===== config.mk =====
export PLATFORM = sky130hd
export DESIGN_NAME = http_request_header_parser
export DESIGN_NICKNAME = d
export VERILOG_FILES = /design/src/hw/rtl/hrhp_pkg.sv /design/src/hw/rtl/http_request_header_parser.sv
export SDC_FILE = /design/constraint.sdc
export NUM_CORES = 1
export LEC_CHECK = 0
export BUFFER_PORTS_ARGS = -buffer_cell sky130_fd_sc_hd__buf_2
export CORE_MARGIN = 4
export CORE_UTILIZATION = 40
export DETAILED_ROUTE_END_ITERATION = 6
export PLACE_DENSITY = 0.63
export RECOVER_POWER = 25
export SLEW_MARGIN = 20
export SYNTH_ARGS = -nofsm -noshare
export SYNTH_HDL_FRONTEND = slang
export SYNTH_SLANG_ARGS = --single-unit

===== constraint.sdc =====
create_clock -name i_clk -period 8.65 [get_ports i_clk]
set_input_delay 1.73 -clock i_clk [delete_from_list [all_inputs] [get_ports i_clk]]
set_output_delay 1.73 -clock i_clk [all_outputs]
set_load 0.01 [all_outputs]

===== src/hw/rtl/hrhp_pkg.sv =====
package hrhp_pkg;

    // Parser phases.
    typedef enum logic [3:0] {
        PH_METHOD  = 4'd0,
        PH_URI     = 4'd1,
        PH_VER     = 4'd2,
        PH_VREST   = 4'd3,
        PH_HNAME   = 4'd4,
        PH_SKIP    = 4'd5,
        PH_CONN    = 4'd6,
        PH_TYPE    = 4'd7,
        PH_LEN     = 4'd8,
        PH_DISCARD = 4'd9
    } t_phase;

    // Summary status codes.
    localparam logic [2:0] ST_OK        = 3'd0;
    localparam logic [2:0] ST_BAD_METH  = 3'd1;
    localparam logic [2:0] ST_TRUNC     = 3'd2;
    localparam logic [2:0] ST_URI_LONG  = 3'd3;
    localparam logic [2:0] ST_BAD_VER   = 3'd4;
    localparam logic [2:0] ST_LEN_OVF   = 3'd5;
    localparam logic [2:0] ST_POST_TYPE = 3'd6;

    localparam logic [2:0] M_POST = 3'd2;
    localparam logic [3:0] CT_NONE  = 4'd0;
    localparam logic [3:0] CT_OTHER = 4'd8;

    localparam logic [7:0] CH_SP = 8'h20;
    localparam logic [7:0] CH_LF = 8'h0A;
    localparam logic [7:0] CH_CR = 8'h0D;
    localparam logic [7:0] CH_TAB = 8'h09;

    // Character of a string at a position, zero past its end.
    function automatic logic [7:0] str_char(input logic [8*32-1:0] s, input int len,
                                            input logic [4:0] p);
        logic [7:0] c;
        c = 8'h00;
        if (int'(p) < len) c = s[8*(len-1-int'(p)) +: 8];
        return c;
    endfunction

    function automatic logic [7:0] meth_char(input int i, input logic [4:0] p);
        logic [7:0] c;
        unique case (i)
            0: c = str_char(256'("GET"), 3, p);
            1: c = str_char(256'("POST"), 4, p);
            2: c = str_char(256'("DELETE"), 6, p);
            default: c = str_char(256'("HEAD"), 4, p);
        endcase
        return c;
    endfunction

    function automatic logic [4:0] meth_len(input int i);
        logic [4:0] l;
        unique case (i)
            0: l = 5'd3;
            1: l = 5'd4;
            2: l = 5'd6;
            default: l = 5'd4;
        endcase
        return l;
    endfunction

    function automatic logic [7:0] hdr_char(input int i, input logic [4:0] p);
        logic [7:0] c;
        unique case (i)
            0: c = str_char(256'("Connection: "), 12, p);
            1: c = str_char(256'("Content-Type: "), 14, p);
            default: c = str_char(256'("Content-Length: "), 16, p);
        endcase
        return c;
    endfunction

    function automatic logic [4:0] hdr_len(input int i);
        logic [4:0] l;
        unique case (i)
            0: l = 5'd12;
            1: l = 5'd14;
            default: l = 5'd16;
        endcase
        return l;
    endfunction

    function automatic logic [7:0] typ_char(input int i, input logic [4:0] p);
        logic [7:0] c;
        unique case (i)
            0: c = str_char(256'("text/html"), 9, p);
            1: c = str_char(256'("text/x-php"), 10, p);
            2: c = str_char(256'("text/plain"), 10, p);
            3: c = str_char(256'("image/jpeg"), 10, p);
            4: c = str_char(256'("application/x-python-code"), 25, p);
            5: c = str_char(256'("image/gif"), 9, p);
            default: c = str_char(256'("application/pdf"), 15, p);
        endcase
        return c;
    endfunction

    function automatic logic [4:0] typ_len(input int i);
        logic [4:0] l;
        unique case (i)
            0: l = 5'd9;
            1: l = 5'd10;
            2: l = 5'd10;
            3: l = 5'd10;
            4: l = 5'd25;
            5: l = 5'd9;
            default: l = 5'd15;
        endcase
        return l;
    endfunction

    function automatic logic [3:0] typ_code(input int i);
        logic [3:0] c;
        unique case (i)
            0: c = 4'd2;
            1: c = 4'd3;
            2: c = 4'd1;
            3: c = 4'd5;
            4: c = 4'd4;
            5: c = 4'd6;
            default: c = 4'd7;
        endcase
        return c;
    endfunction

    function automatic logic [7:0] ver_char(input logic [4:0] p);
        return str_char(256'("HTTP/1.1"), 8, p);
    endfunction

    function automatic logic [7:0] ka_char(input logic [4:0] p);
        return str_char(256'("keep-alive"), 10, p);
    endfunction

endpackage


===== src/hw/rtl/http_request_header_parser.sv =====
// Channel  | Direction | Handshake             | Payload
// input    | in        | i_valid / o_stall     | i_data_byte, i_end_of_data
// result   | out       | o_valid / i_stall     | o_kind .. o_last
//
// One input byte is taken per cycle. It is parsed in the cycle of its transfer, and its
// results (up to two) are in a two-entry result queue on the next cycle. The parser
// state is one register set. Input stalls while a result waits, unless the last waiting
// result leaves in the same cycle, so with the output side free a byte with one result
// or none keeps one byte per cycle, and a byte with two results stalls until one leaves.
// Reset is synchronous, active low, and returns the parser to the method token with an
// empty queue.
module http_request_header_parser #(
    parameter int URI_LIMIT   = 256,
    parameter int LENGTH_BITS = 31
) (
    input  logic        i_clk,
    input  logic        i_rst_n,
    input  logic        i_valid,
    output logic        o_stall,
    input  logic [7:0]  i_data_byte,
    input  logic        i_end_of_data,
    output logic        o_valid,
    input  logic        i_stall,
    output logic        o_kind,
    output logic [7:0]  o_uri_byte,
    output logic [7:0]  o_uri_length,
    output logic [2:0]  o_status,
    output logic [2:0]  o_method,
    output logic        o_persist,
    output logic [3:0]  o_media_code,
    output logic [30:0] o_body_length,
    output logic        o_last
);

    localparam int UW = $clog2(URI_LIMIT) + 1;
    localparam int RW = 1 + 8 + 8 + 3 + 3 + 1 + 4 + 31 + 1;

    hrhp_pkg::t_phase         r_phase, n_phase;
    logic [4:0]               r_pos, n_pos;
    logic [3:0]               r_mc, n_mc;
    logic [2:0]               r_hc, n_hc;
    logic [6:0]               r_tc, n_tc;
    logic [UW-1:0]            r_uri, n_uri;
    logic [2:0]               r_meth, n_meth;
    logic                     r_keep, n_keep;
    logic [3:0]               r_type, n_type;
    logic [LENGTH_BITS-1:0]   r_len, n_len;

    logic [RW-1:0] r_q [2];
    logic [1:0]    r_cnt;
    logic          r_head;

    logic          accept;
    logic          pop;
    logic [1:0]    n_res;
    logic [RW-1:0] res0, res1;

    // The input is free once the queue is empty or its last entry leaves now.
    assign o_stall = (r_cnt == 2'd2) || (r_cnt == 2'd1 && i_stall);
    assign accept  = i_valid && !o_stall;
    assign o_valid = (r_cnt != 2'd0);
    assign pop     = o_valid && !i_stall;

    // Summary payload built from a given state snapshot.
    function automatic logic [RW-1:0] summ(input logic [2:0] st, input logic [UW-1:0] uc,
                                           input logic [2:0] m, input logic k,
                                           input logic [3:0] t,
                                           input logic [LENGTH_BITS-1:0] l);
        logic [7:0]  ul;
        logic [30:0] cl;
        logic [63:0] lx;
        ul = (32'(uc) > 32'd255) ? 8'd255 : 8'(uc);
        lx = 64'(l);
        cl = lx[30:0];
        return {1'b1, 8'd0, ul, st, m, k, t, cl, 1'b0};
    endfunction

    // One-byte parse step.
    always_comb begin
        logic [7:0]  b;
        logic        summ0;
        logic [2:0]  st0;
        logic [2:0]  m;
        logic [3:0]  dg;
        logic [LENGTH_BITS+3:0] prod;
        logic        done;
        b = i_data_byte;
        n_phase = r_phase; n_pos = r_pos; n_mc = r_mc; n_hc = r_hc; n_tc = r_tc;
        n_uri = r_uri; n_meth = r_meth; n_keep = r_keep; n_type = r_type; n_len = r_len;
        n_res = 2'd0; res0 = '0; res1 = '0;
        summ0 = 1'b0; st0 = hrhp_pkg::ST_OK; m = 3'd0; done = 1'b0;
        dg = 4'(b - 8'h30);
        prod = (LENGTH_BITS+4)'(r_len) * (LENGTH_BITS+4)'(10) + (LENGTH_BITS+4)'(dg);
        unique case (r_phase)
            hrhp_pkg::PH_METHOD: begin
                if (b == hrhp_pkg::CH_SP) begin
                    if (r_pos != 5'd0) begin
                        for (int i = 3; i >= 0; i--)
                            if (r_mc[i] && hrhp_pkg::meth_len(i) <= r_pos) m = 3'(i + 1);
                        if (m == 3'd0) begin
                            summ0 = 1'b1; st0 = hrhp_pkg::ST_BAD_METH;
                            n_phase = hrhp_pkg::PH_DISCARD;
                        end else begin
                            n_meth = m; n_phase = hrhp_pkg::PH_URI; n_pos = 5'd0;
                        end
                    end
                end else begin
                    for (int i = 0; i < 4; i++)
                        if (r_pos < hrhp_pkg::meth_len(i) && hrhp_pkg::meth_char(i, r_pos) != b)
                            n_mc[i] = 1'b0;
                    if (r_pos != 5'd31) n_pos = r_pos + 5'd1;
                end
            end
            hrhp_pkg::PH_URI: begin
                if (b == hrhp_pkg::CH_SP) begin
                    if (r_uri != '0) begin n_phase = hrhp_pkg::PH_VER; n_pos = 5'd0; end
                end else if (r_uri >= UW'(URI_LIMIT - 1)) begin
                    summ0 = 1'b1; st0 = hrhp_pkg::ST_URI_LONG;
                    n_phase = hrhp_pkg::PH_DISCARD;
                end else begin
                    res0 = '0; res0[RW-2 -: 8] = b; n_res = 2'd1; n_uri = r_uri + UW'(1);
                end
            end
            hrhp_pkg::PH_VER: begin
                if (!(r_pos == 5'd0 && b == hrhp_pkg::CH_LF)) begin
                    if (r_pos >= 5'd8 || hrhp_pkg::ver_char(r_pos) != b) begin
                        summ0 = 1'b1; st0 = hrhp_pkg::ST_BAD_VER;
                        n_phase = hrhp_pkg::PH_DISCARD;
                    end else begin
                        n_pos = r_pos + 5'd1;
                        if (r_pos == 5'd7) n_phase = hrhp_pkg::PH_VREST;
                    end
                end
            end
            hrhp_pkg::PH_VREST, hrhp_pkg::PH_SKIP: begin
                if (b == hrhp_pkg::CH_LF) begin
                    n_phase = hrhp_pkg::PH_HNAME; n_pos = 5'd0; n_hc = 3'b111;
                end
            end
            hrhp_pkg::PH_HNAME: begin
                if (r_pos == 5'd0 && (b == hrhp_pkg::CH_LF || b == hrhp_pkg::CH_CR)) begin
                    summ0 = 1'b1;
                    st0 = (r_meth == hrhp_pkg::M_POST && r_type == hrhp_pkg::CT_NONE) ?
                          hrhp_pkg::ST_POST_TYPE : hrhp_pkg::ST_OK;
                    n_phase = hrhp_pkg::PH_DISCARD;
                end else if (b == hrhp_pkg::CH_LF) begin
                    n_pos = 5'd0; n_hc = 3'b111;
                end else begin
                    for (int i = 0; i < 3; i++)
                        if (r_pos < hrhp_pkg::hdr_len(i) && hrhp_pkg::hdr_char(i, r_pos) != b)
                            n_hc[i] = 1'b0;
                    n_pos = r_pos + 5'd1;
                    if (n_hc[0] && r_pos == 5'd11) begin
                        n_pos = 5'd0; n_phase = hrhp_pkg::PH_CONN;
                    end else if (n_hc[1] && r_pos == 5'd13) begin
                        n_pos = 5'd0; n_phase = hrhp_pkg::PH_TYPE; n_tc = 7'h7F;
                    end else if (n_hc[2] && r_pos == 5'd15) begin
                        n_pos = 5'd0; n_phase = hrhp_pkg::PH_LEN; n_len = '0;
                    end else if (n_hc == 3'd0) begin
                        n_phase = hrhp_pkg::PH_SKIP;
                    end
                end
            end
            hrhp_pkg::PH_CONN: begin
                if (b == hrhp_pkg::CH_LF) begin
                    n_keep = 1'b0; n_phase = hrhp_pkg::PH_HNAME; n_pos = 5'd0; n_hc = 3'b111;
                end else if (r_pos >= 5'd10 || hrhp_pkg::ka_char(r_pos) != b) begin
                    n_keep = 1'b0; n_phase = hrhp_pkg::PH_SKIP;
                end else begin
                    n_pos = r_pos + 5'd1;
                    if (r_pos == 5'd9) n_phase = hrhp_pkg::PH_SKIP;
                end
            end
            hrhp_pkg::PH_TYPE: begin
                if (b == hrhp_pkg::CH_LF) begin
                    n_type = hrhp_pkg::CT_OTHER;
                    n_phase = hrhp_pkg::PH_HNAME; n_pos = 5'd0; n_hc = 3'b111;
                end else begin
                    for (int i = 0; i < 7; i++)
                        if (r_pos < hrhp_pkg::typ_len(i) && hrhp_pkg::typ_char(i, r_pos) != b)
                            n_tc[i] = 1'b0;
                    if (r_pos != 5'd31) n_pos = r_pos + 5'd1;
                    for (int i = 0; i < 7; i++)
                        if (!done && n_tc[i] && hrhp_pkg::typ_len(i) == r_pos + 5'd1) begin
                            n_type = hrhp_pkg::typ_code(i); n_phase = hrhp_pkg::PH_SKIP;
                            done = 1'b1;
                        end
                    if (!done && n_tc == 7'd0) begin
                        n_type = hrhp_pkg::CT_OTHER; n_phase = hrhp_pkg::PH_SKIP;
                    end
                end
            end
            hrhp_pkg::PH_LEN: begin
                if (b >= 8'h30 && b <= 8'h39) begin
                    if (prod[LENGTH_BITS+3:LENGTH_BITS] != 4'd0) begin
                        summ0 = 1'b1; st0 = hrhp_pkg::ST_LEN_OVF;
                        n_phase = hrhp_pkg::PH_DISCARD;
                    end else begin
                        n_len = prod[LENGTH_BITS-1:0]; n_pos = 5'd1;
                    end
                end else if (r_pos == 5'd0 && (b == hrhp_pkg::CH_SP || b == hrhp_pkg::CH_TAB)) begin
                    n_pos = r_pos;
                end else if (b == hrhp_pkg::CH_LF) begin
                    n_phase = hrhp_pkg::PH_HNAME; n_pos = 5'd0; n_hc = 3'b111;
                end else begin
                    n_phase = hrhp_pkg::PH_SKIP;
                end
            end
            default: begin
                n_phase = r_phase;
            end
        endcase
        if (summ0) begin
            res0 = summ(st0, n_uri, n_meth, n_keep, n_type, n_len); n_res = 2'd1;
        end
        // End of data: truncation summary unless already discarding, then back to reset state.
        if (i_end_of_data) begin
            if (n_phase != hrhp_pkg::PH_DISCARD) begin
                if (n_res == 2'd0) begin
                    res0 = summ(hrhp_pkg::ST_TRUNC, n_uri, n_meth, n_keep, n_type, n_len);
                    n_res = 2'd1;
                end else begin
                    res1 = summ(hrhp_pkg::ST_TRUNC, n_uri, n_meth, n_keep, n_type, n_len);
                    n_res = 2'd2;
                end
            end
            n_phase = hrhp_pkg::PH_METHOD; n_pos = 5'd0; n_mc = 4'hF; n_hc = 3'b111;
            n_tc = 7'h7F; n_uri = '0; n_meth = 3'd0; n_keep = 1'b1; n_type = 4'd0;
            n_len = '0;
        end
        if (n_res == 2'd1) res0[0] = 1'b1;
        if (n_res == 2'd2) res1[0] = 1'b1;
    end

    // Parser state.
    always_ff @(posedge i_clk) begin
        if (!i_rst_n) begin
            r_phase <= hrhp_pkg::PH_METHOD; r_pos <= 5'd0; r_mc <= 4'hF; r_hc <= 3'b111;
            r_tc <= 7'h7F; r_uri <= '0; r_meth <= 3'd0; r_keep <= 1'b1; r_type <= 4'd0;
            r_len <= '0;
        end else if (accept) begin
            r_phase <= n_phase; r_pos <= n_pos; r_mc <= n_mc; r_hc <= n_hc; r_tc <= n_tc;
            r_uri <= n_uri; r_meth <= n_meth; r_keep <= n_keep; r_type <= n_type;
            r_len <= n_len;
        end
    end

    // Result queue: refilled when empty or when its last entry leaves, drained one
    // transfer a cycle while the output is not stalled.
    always_ff @(posedge i_clk) begin
        if (!i_rst_n) begin
            r_cnt <= 2'd0; r_head <= 1'b0;
        end else if (accept) begin
            r_cnt <= n_res; r_head <= 1'b0;
        end else if (pop) begin
            r_cnt <= r_cnt - 2'd1; r_head <= 1'b1;
        end
    end

    always_ff @(posedge i_clk) begin
        if (accept) begin
            r_q[0] <= res0; r_q[1] <= res1;
        end
    end

    assign {o_kind, o_uri_byte, o_uri_length, o_status, o_method, o_persist,
            o_media_code, o_body_length, o_last} = r_q[r_head];

endmodule


* Word-level counts from Yosys, hierarchy flattened *
Memory sizes are Yosys's and may differ from the RTL's. A register that Yosys moved wholly into a read port is not among the register bits.
Index checks and enable logic that the tools add are counted.

cells by class
  reductions and logical operators = 87
  shift-type cells = 16
  add/subtract/negate cells = 16
  bitwise operators = 1
  equal/unequal tests = 61
  $lt $le $gt $ge = 30
  muxes and demuxes = 303
  $mul = 1

operators with widths
  kind                      count
  $shiftx 256x9->8 const A  16
  $mux 60                   7
  $mux 8                    52
  $mux 5                    53
  $mux 31                   8
  $mux 4                    46
  $mux 59                   3
  $ne 8x8->1                16
  $mux 1                    85
  $mux 3                    24
  $pmux 31 s2               1
  $lt 5x5->1                10
  $logic_and 1x1->1         43
  $mux 7                    6
  $pmux 5 s8                1
  $mux 9                    4
  $sub 4x5->6 const A       6
  $add 35x4->35             1
  $mul 31x3->34 const B     1
  $ne 3x3->1 const B        11
  $pmux 4 s8                1
  $lt 5x4->1 const B        6
  $eq 8x4->1 const B        3
  $ne 4x4->1 const B        6
  53 further kinds          105

word-level totals
  flip-flop bits (word level) = 74
  word-level logic and storage cells = 531
  input port bits = 13
  bits in writable memories = 120
  memories = 1
  output and inout bits = 62

memory list
  memory  words  width  read ports  clocked after Yosys merged registers in  wr ports  RTL line                          text
  r_q     2      60     1           1                                        2         http_request_header_parser.sv:49  logic [RW-1:0] r_q [2];

* Depth between registers and ports, before layout *
  depth in word-level cells = 60
  mapped depth = 22
  depth with buffers taken out = 20

* Least setup slack after synthesis *
No wires, ideal clock.

  path type = input-to-reg
  start point = input i_data_byte[1]
  end point = memory r_q[0][0] in the netlist's numbering (data pin)
  buffers on the path = 0
  data required time = 8.391 ns
  stages on the path = 16
  data arrival time = 4.473 ns
  library setup time = 0.259 ns
  setup slack = 3.918 ns
  cells stage by stage = ha_1 fa_1 a21o_1 nand2_1 nor3_1 nand4b_1 nor2_2 and4bb_2 and2_1 mux2i_1 a21oi_1 or2_2 ha_1 inv_1 o21ai_0 o31a_1

RTL lines
  what         RTL line                          text
  from (decl)  http_request_header_parser.sv:20  input logic [7:0] i_data_byte,
  to (decl)    http_request_header_parser.sv:49

==> impl_metrics.env <==
export IMPL_critical_path_top_delay_family="simple AND/OR/NAND/NOR gates"
export IMPL_synth_fp_nets=2189
export IMPL_ff2ff_path_depth=16
export IMPL_max_freq_mhz=150.1
export IMPL_seq_area_um2=4776
export IMPL_hp_class="reg -> reg"
export IMPL_synth_edff_count=109
export IMPL_post_route_util=0.4330
export IMPL_dp_hpwl_um=40350
export IMPL_cts_buffers=17
export IMPL_fin_area_um2=18210
export IMPL_peakVddDrop_mv=0.1511
export IMPL_final_cells=2608
export IMPL_core_area_um2=42040
export IMPL_drt_pre_antenna_iters=6
export IMPL_finalMaxSlewViolations=118
export IMPL_hold_violations=0
export IMPL_die_area_um2=45950
export IMPL_vias_per_cell=6.299
export IMPL_min_period_over_period=0.7700
export IMPL_die_w_um=214.4
export IMPL_cp_required_ps=8850
export IMPL_antenna_cells=0
export IMPL_cts_tree="done"
export IMPL_postSynthAreaPerCell_um2=8.182
export IMPL_reg2reg_from="r_pos[2]$_SDFFE_PN0P_"
export IMPL_critPathArrivalTime_ps=6860
export IMPL_status="finished with violations"
export IMPL_antenna_left=0
export IMPL_pre_cts_slack_ps=1894
export IMPL_io_buffers=74
export IMPL_grt_ovfl_total=0
export IMPL_yosysWarnings=0
export IMPL_slew_headroom=-0.6640
export IMPL_synth_seq_cells=184
export IMPL_multi_input_area_um2=11440
export IMPL_cts_sinks=184
export IMPL_cts_buffer_depth=2
export IMPL_syn2layout_area_growth_pct=6.868
export IMPL_die_h_um=214.4
export IMPL_io_pins=75
export IMPL_regToRegEndpoint="r_q[0][22]$_DFFE_PP_"
export IMPL_initial_core_util=0.4052
export IMPL_grt_pass1_wl_um=88780
export IMPL_clock_latency_ps=460
export IMPL_remaining_drc_errors=0
export IMPL_synth_cell_types=104
export IMPL_cp_slowest_cell="clkbuf_1"
export IMPL_worst_path_max_fanout=34
export IMPL_path_buf_inv=3
export IMPL_cts_resized=0
export IMPL_final_cell_mix="nor2_1, nand2_1, o21ai_0"
export IMPL_hold_path_depth=2
export IMPL_drtIter0Drc=1658
export IMPL_htreeDepth=4
export IMPL_cts_setup_buffers=0
export IMPL_p_leak_nw=6.835
export IMPL_violations="max-capacitance violations, max-slew violations"
export IMPL_drive_gt1_frac=0.1160
export IMPL_antenna_found_initial=0
export IMPL_synthesis_area_um2=17040
export IMPL_num_rows=75
export IMPL_worst_setup_path_end_kind="flip-flop"
export IMPL_criticalPathCategory="in -> reg"
export IMPL_crit_chain="clkbuf_1 > or3b_2 > nor3_1 > clkbuf_1 > nor2b_1 > o21ai_0 > a21boi_0 > nand2_1 > nor2_1 > o31ai_1 > a31o_1 > nor2_4 > buf_4 > nor2_1"
export IMPL_place_inst=2576
export IMPL_rsz0062_at_grt="false"
export IMPL_synth_main_ff_cell="edfxtp_1"
export IMPL_finalCriticalPeriod_ps=6660
export IMPL_nFillCells=4211
export IMPL_whs_ps=458.3
export IMPL_setup_viol=0
export IMPL_max_stage_delay_ps=1100
export IMPL_clockRootBuffer="clkbuf_16"
export IMPL_min_from="r_head$_SDFFE_PP0P_"
export IMPL_place_area_um2=17660
export IMPL_layout_commonest_cell="nor2_1"
export IMPL_drt_total_wl_um=56250
export IMPL_synth_cells=2082
export IMPL_grt_pass1_vias=15590
export IMPL_finalPower_mw=2.096
export IMPL_startpoint_type="input port"
export IMPL_final_setup_tns_ps=0
export IMPL_synthArstFlopShare=0
export IMPL_track_usage=0.2358
export IMPL_maxCapViolCount=3
export IMPL_powerDensity_nw_per_um2=115.1
export IMPL_clock_skew_ps=15.25
export IMPL_gp_congestion=0.9443
export IMPL_wl_per_cell_um=21.57
export IMPL_clkTransAtPathRegs_ps=80
export IMPL_r2r_setup_slack_ps=2160
export IMPL_grt_max_degree=82
export IMPL_via_count=16430
export IMPL_worstMarginPinSlew_ps=2482
export IMPL_setup_slack_ps=1990
export IMPL_cts_hold_repair_buffers=0
export IMPL_fin_nets=2163
export IMPL_yosysSeqAreaShare=0.2803
-- cells in the mapped netlist, types with 30 or more instances --
master,number,area (um^2)
o211ai_1,39,292.8
nand2_1,193,724.4
mux2_2,75,844.6
edfxtp_1,109,3273
nand3_1,68,340.3
inv_1,44,165.2
nand2b_1,32,200.2
dfxtp_1,75,1501
and3_1,30,187.7
o2bb2ai_1,32,280.3
buf_2,36,180.2
nor2b_1,38,237.7
xnor2_1,86,753.2
ha_1,92,1151
nor3_1,56,280.3
clkbuf_1,86,322.8
o21ai_0,117,585.6
a21oi_1,98,490.5
nor2_1,237,889.6
xor2_1,30,262.8
-- cell type report --
type	instances	area share
Timing Repair Buffer	102	0.02962
Tap cell	539	0.03704
Clock buffer	19	0.02433
Sequential cell	184	0.2623
Multi-Input combinational cell	1701	0.6282
Inverter	50	0.01038
Clock inverter	13	0.008110
-- per-layer routing --
layer / up-vias / track usage / routed length (um)
met3: 149 / 0.03273 / 3943
met5: - / 0 / 0
li1: 7686 / - / -
met2: 720 / 0.3757 / 25370
met4: 0 / 0.1076 / 2541
met1: 7874 / 0.3185 / 24400
-- worst max-delay path by stage --
stage                                startpoint                    end  cells past startpoint
after floorplan                  i_data_byte[1]    r_q[0][0]$_DFFE_PP_                     16
after global placement           i_data_byte[1]  r_len[3]$_SDFFE_PN0P_                     14
after detailed placement         i_data_byte[1]  r_len[5]$_SDFFE_PN0P_                     14
after CTS                 r_pos[2]$_SDFFE_PN0P_   r_q[0][22]$_DFFE_PP_                     16
after global routing                    i_stall  r_pos[4]$_SDFFE_PN0P_                      8
final                            i_data_byte[5]   r_q[0][22]$_DFFE_PP_                     14
-- state kept, by name (all words and copies together), names as in the netlist, named ones only --
name,cells
r_keep,1
r_meth,3
r_pos,5
r_tc,7
r_mc,4
r_len,31
r_head,1
r_type,4
r_phase,4
r_uri,9
r_cnt,2
r_q,109
r_hc,3
-- cell families (layout without fill, tap and decap cells) --
logic type / after synthesis / in the layout / synth area share
simple gates: 821 / 821 / 0.2387
buf+inv: 197 / 184 / 0.04921
xor+xnor: 117 / 117 / 0.06096
fa+ha+maj: 95 / 95 / 0.07051
flops: 184 / 184 / 0.2803
compound gates: 573 / 573 / 0.2384
mux: 95 / 95 / 0.06192
-- power by group --
| group | internal, mW | switching (mW) | total [mW] |
|---|---|---|---|
| clock network | 0.418 | 0.384 | 0.802 |
| logic | 0.105 | 0.215 | 0.320 |
| registers | 0.962 | 0.0125 | 0.974 |
-- worst reg2reg max path: cells and delay by family, from the launching register on --
family | cells | cell delay (ps)
and+or+nand+nor | 3 | 1720
adders and majority gates | 1 | 680
DFF | 1 | 310
buffers and inverters | 3 | 1140
xor gates and xnor gates | 1 | 160
AOI/OAI and AO/OA | 8 | 2230
Power figures use the tool's default switching activity.
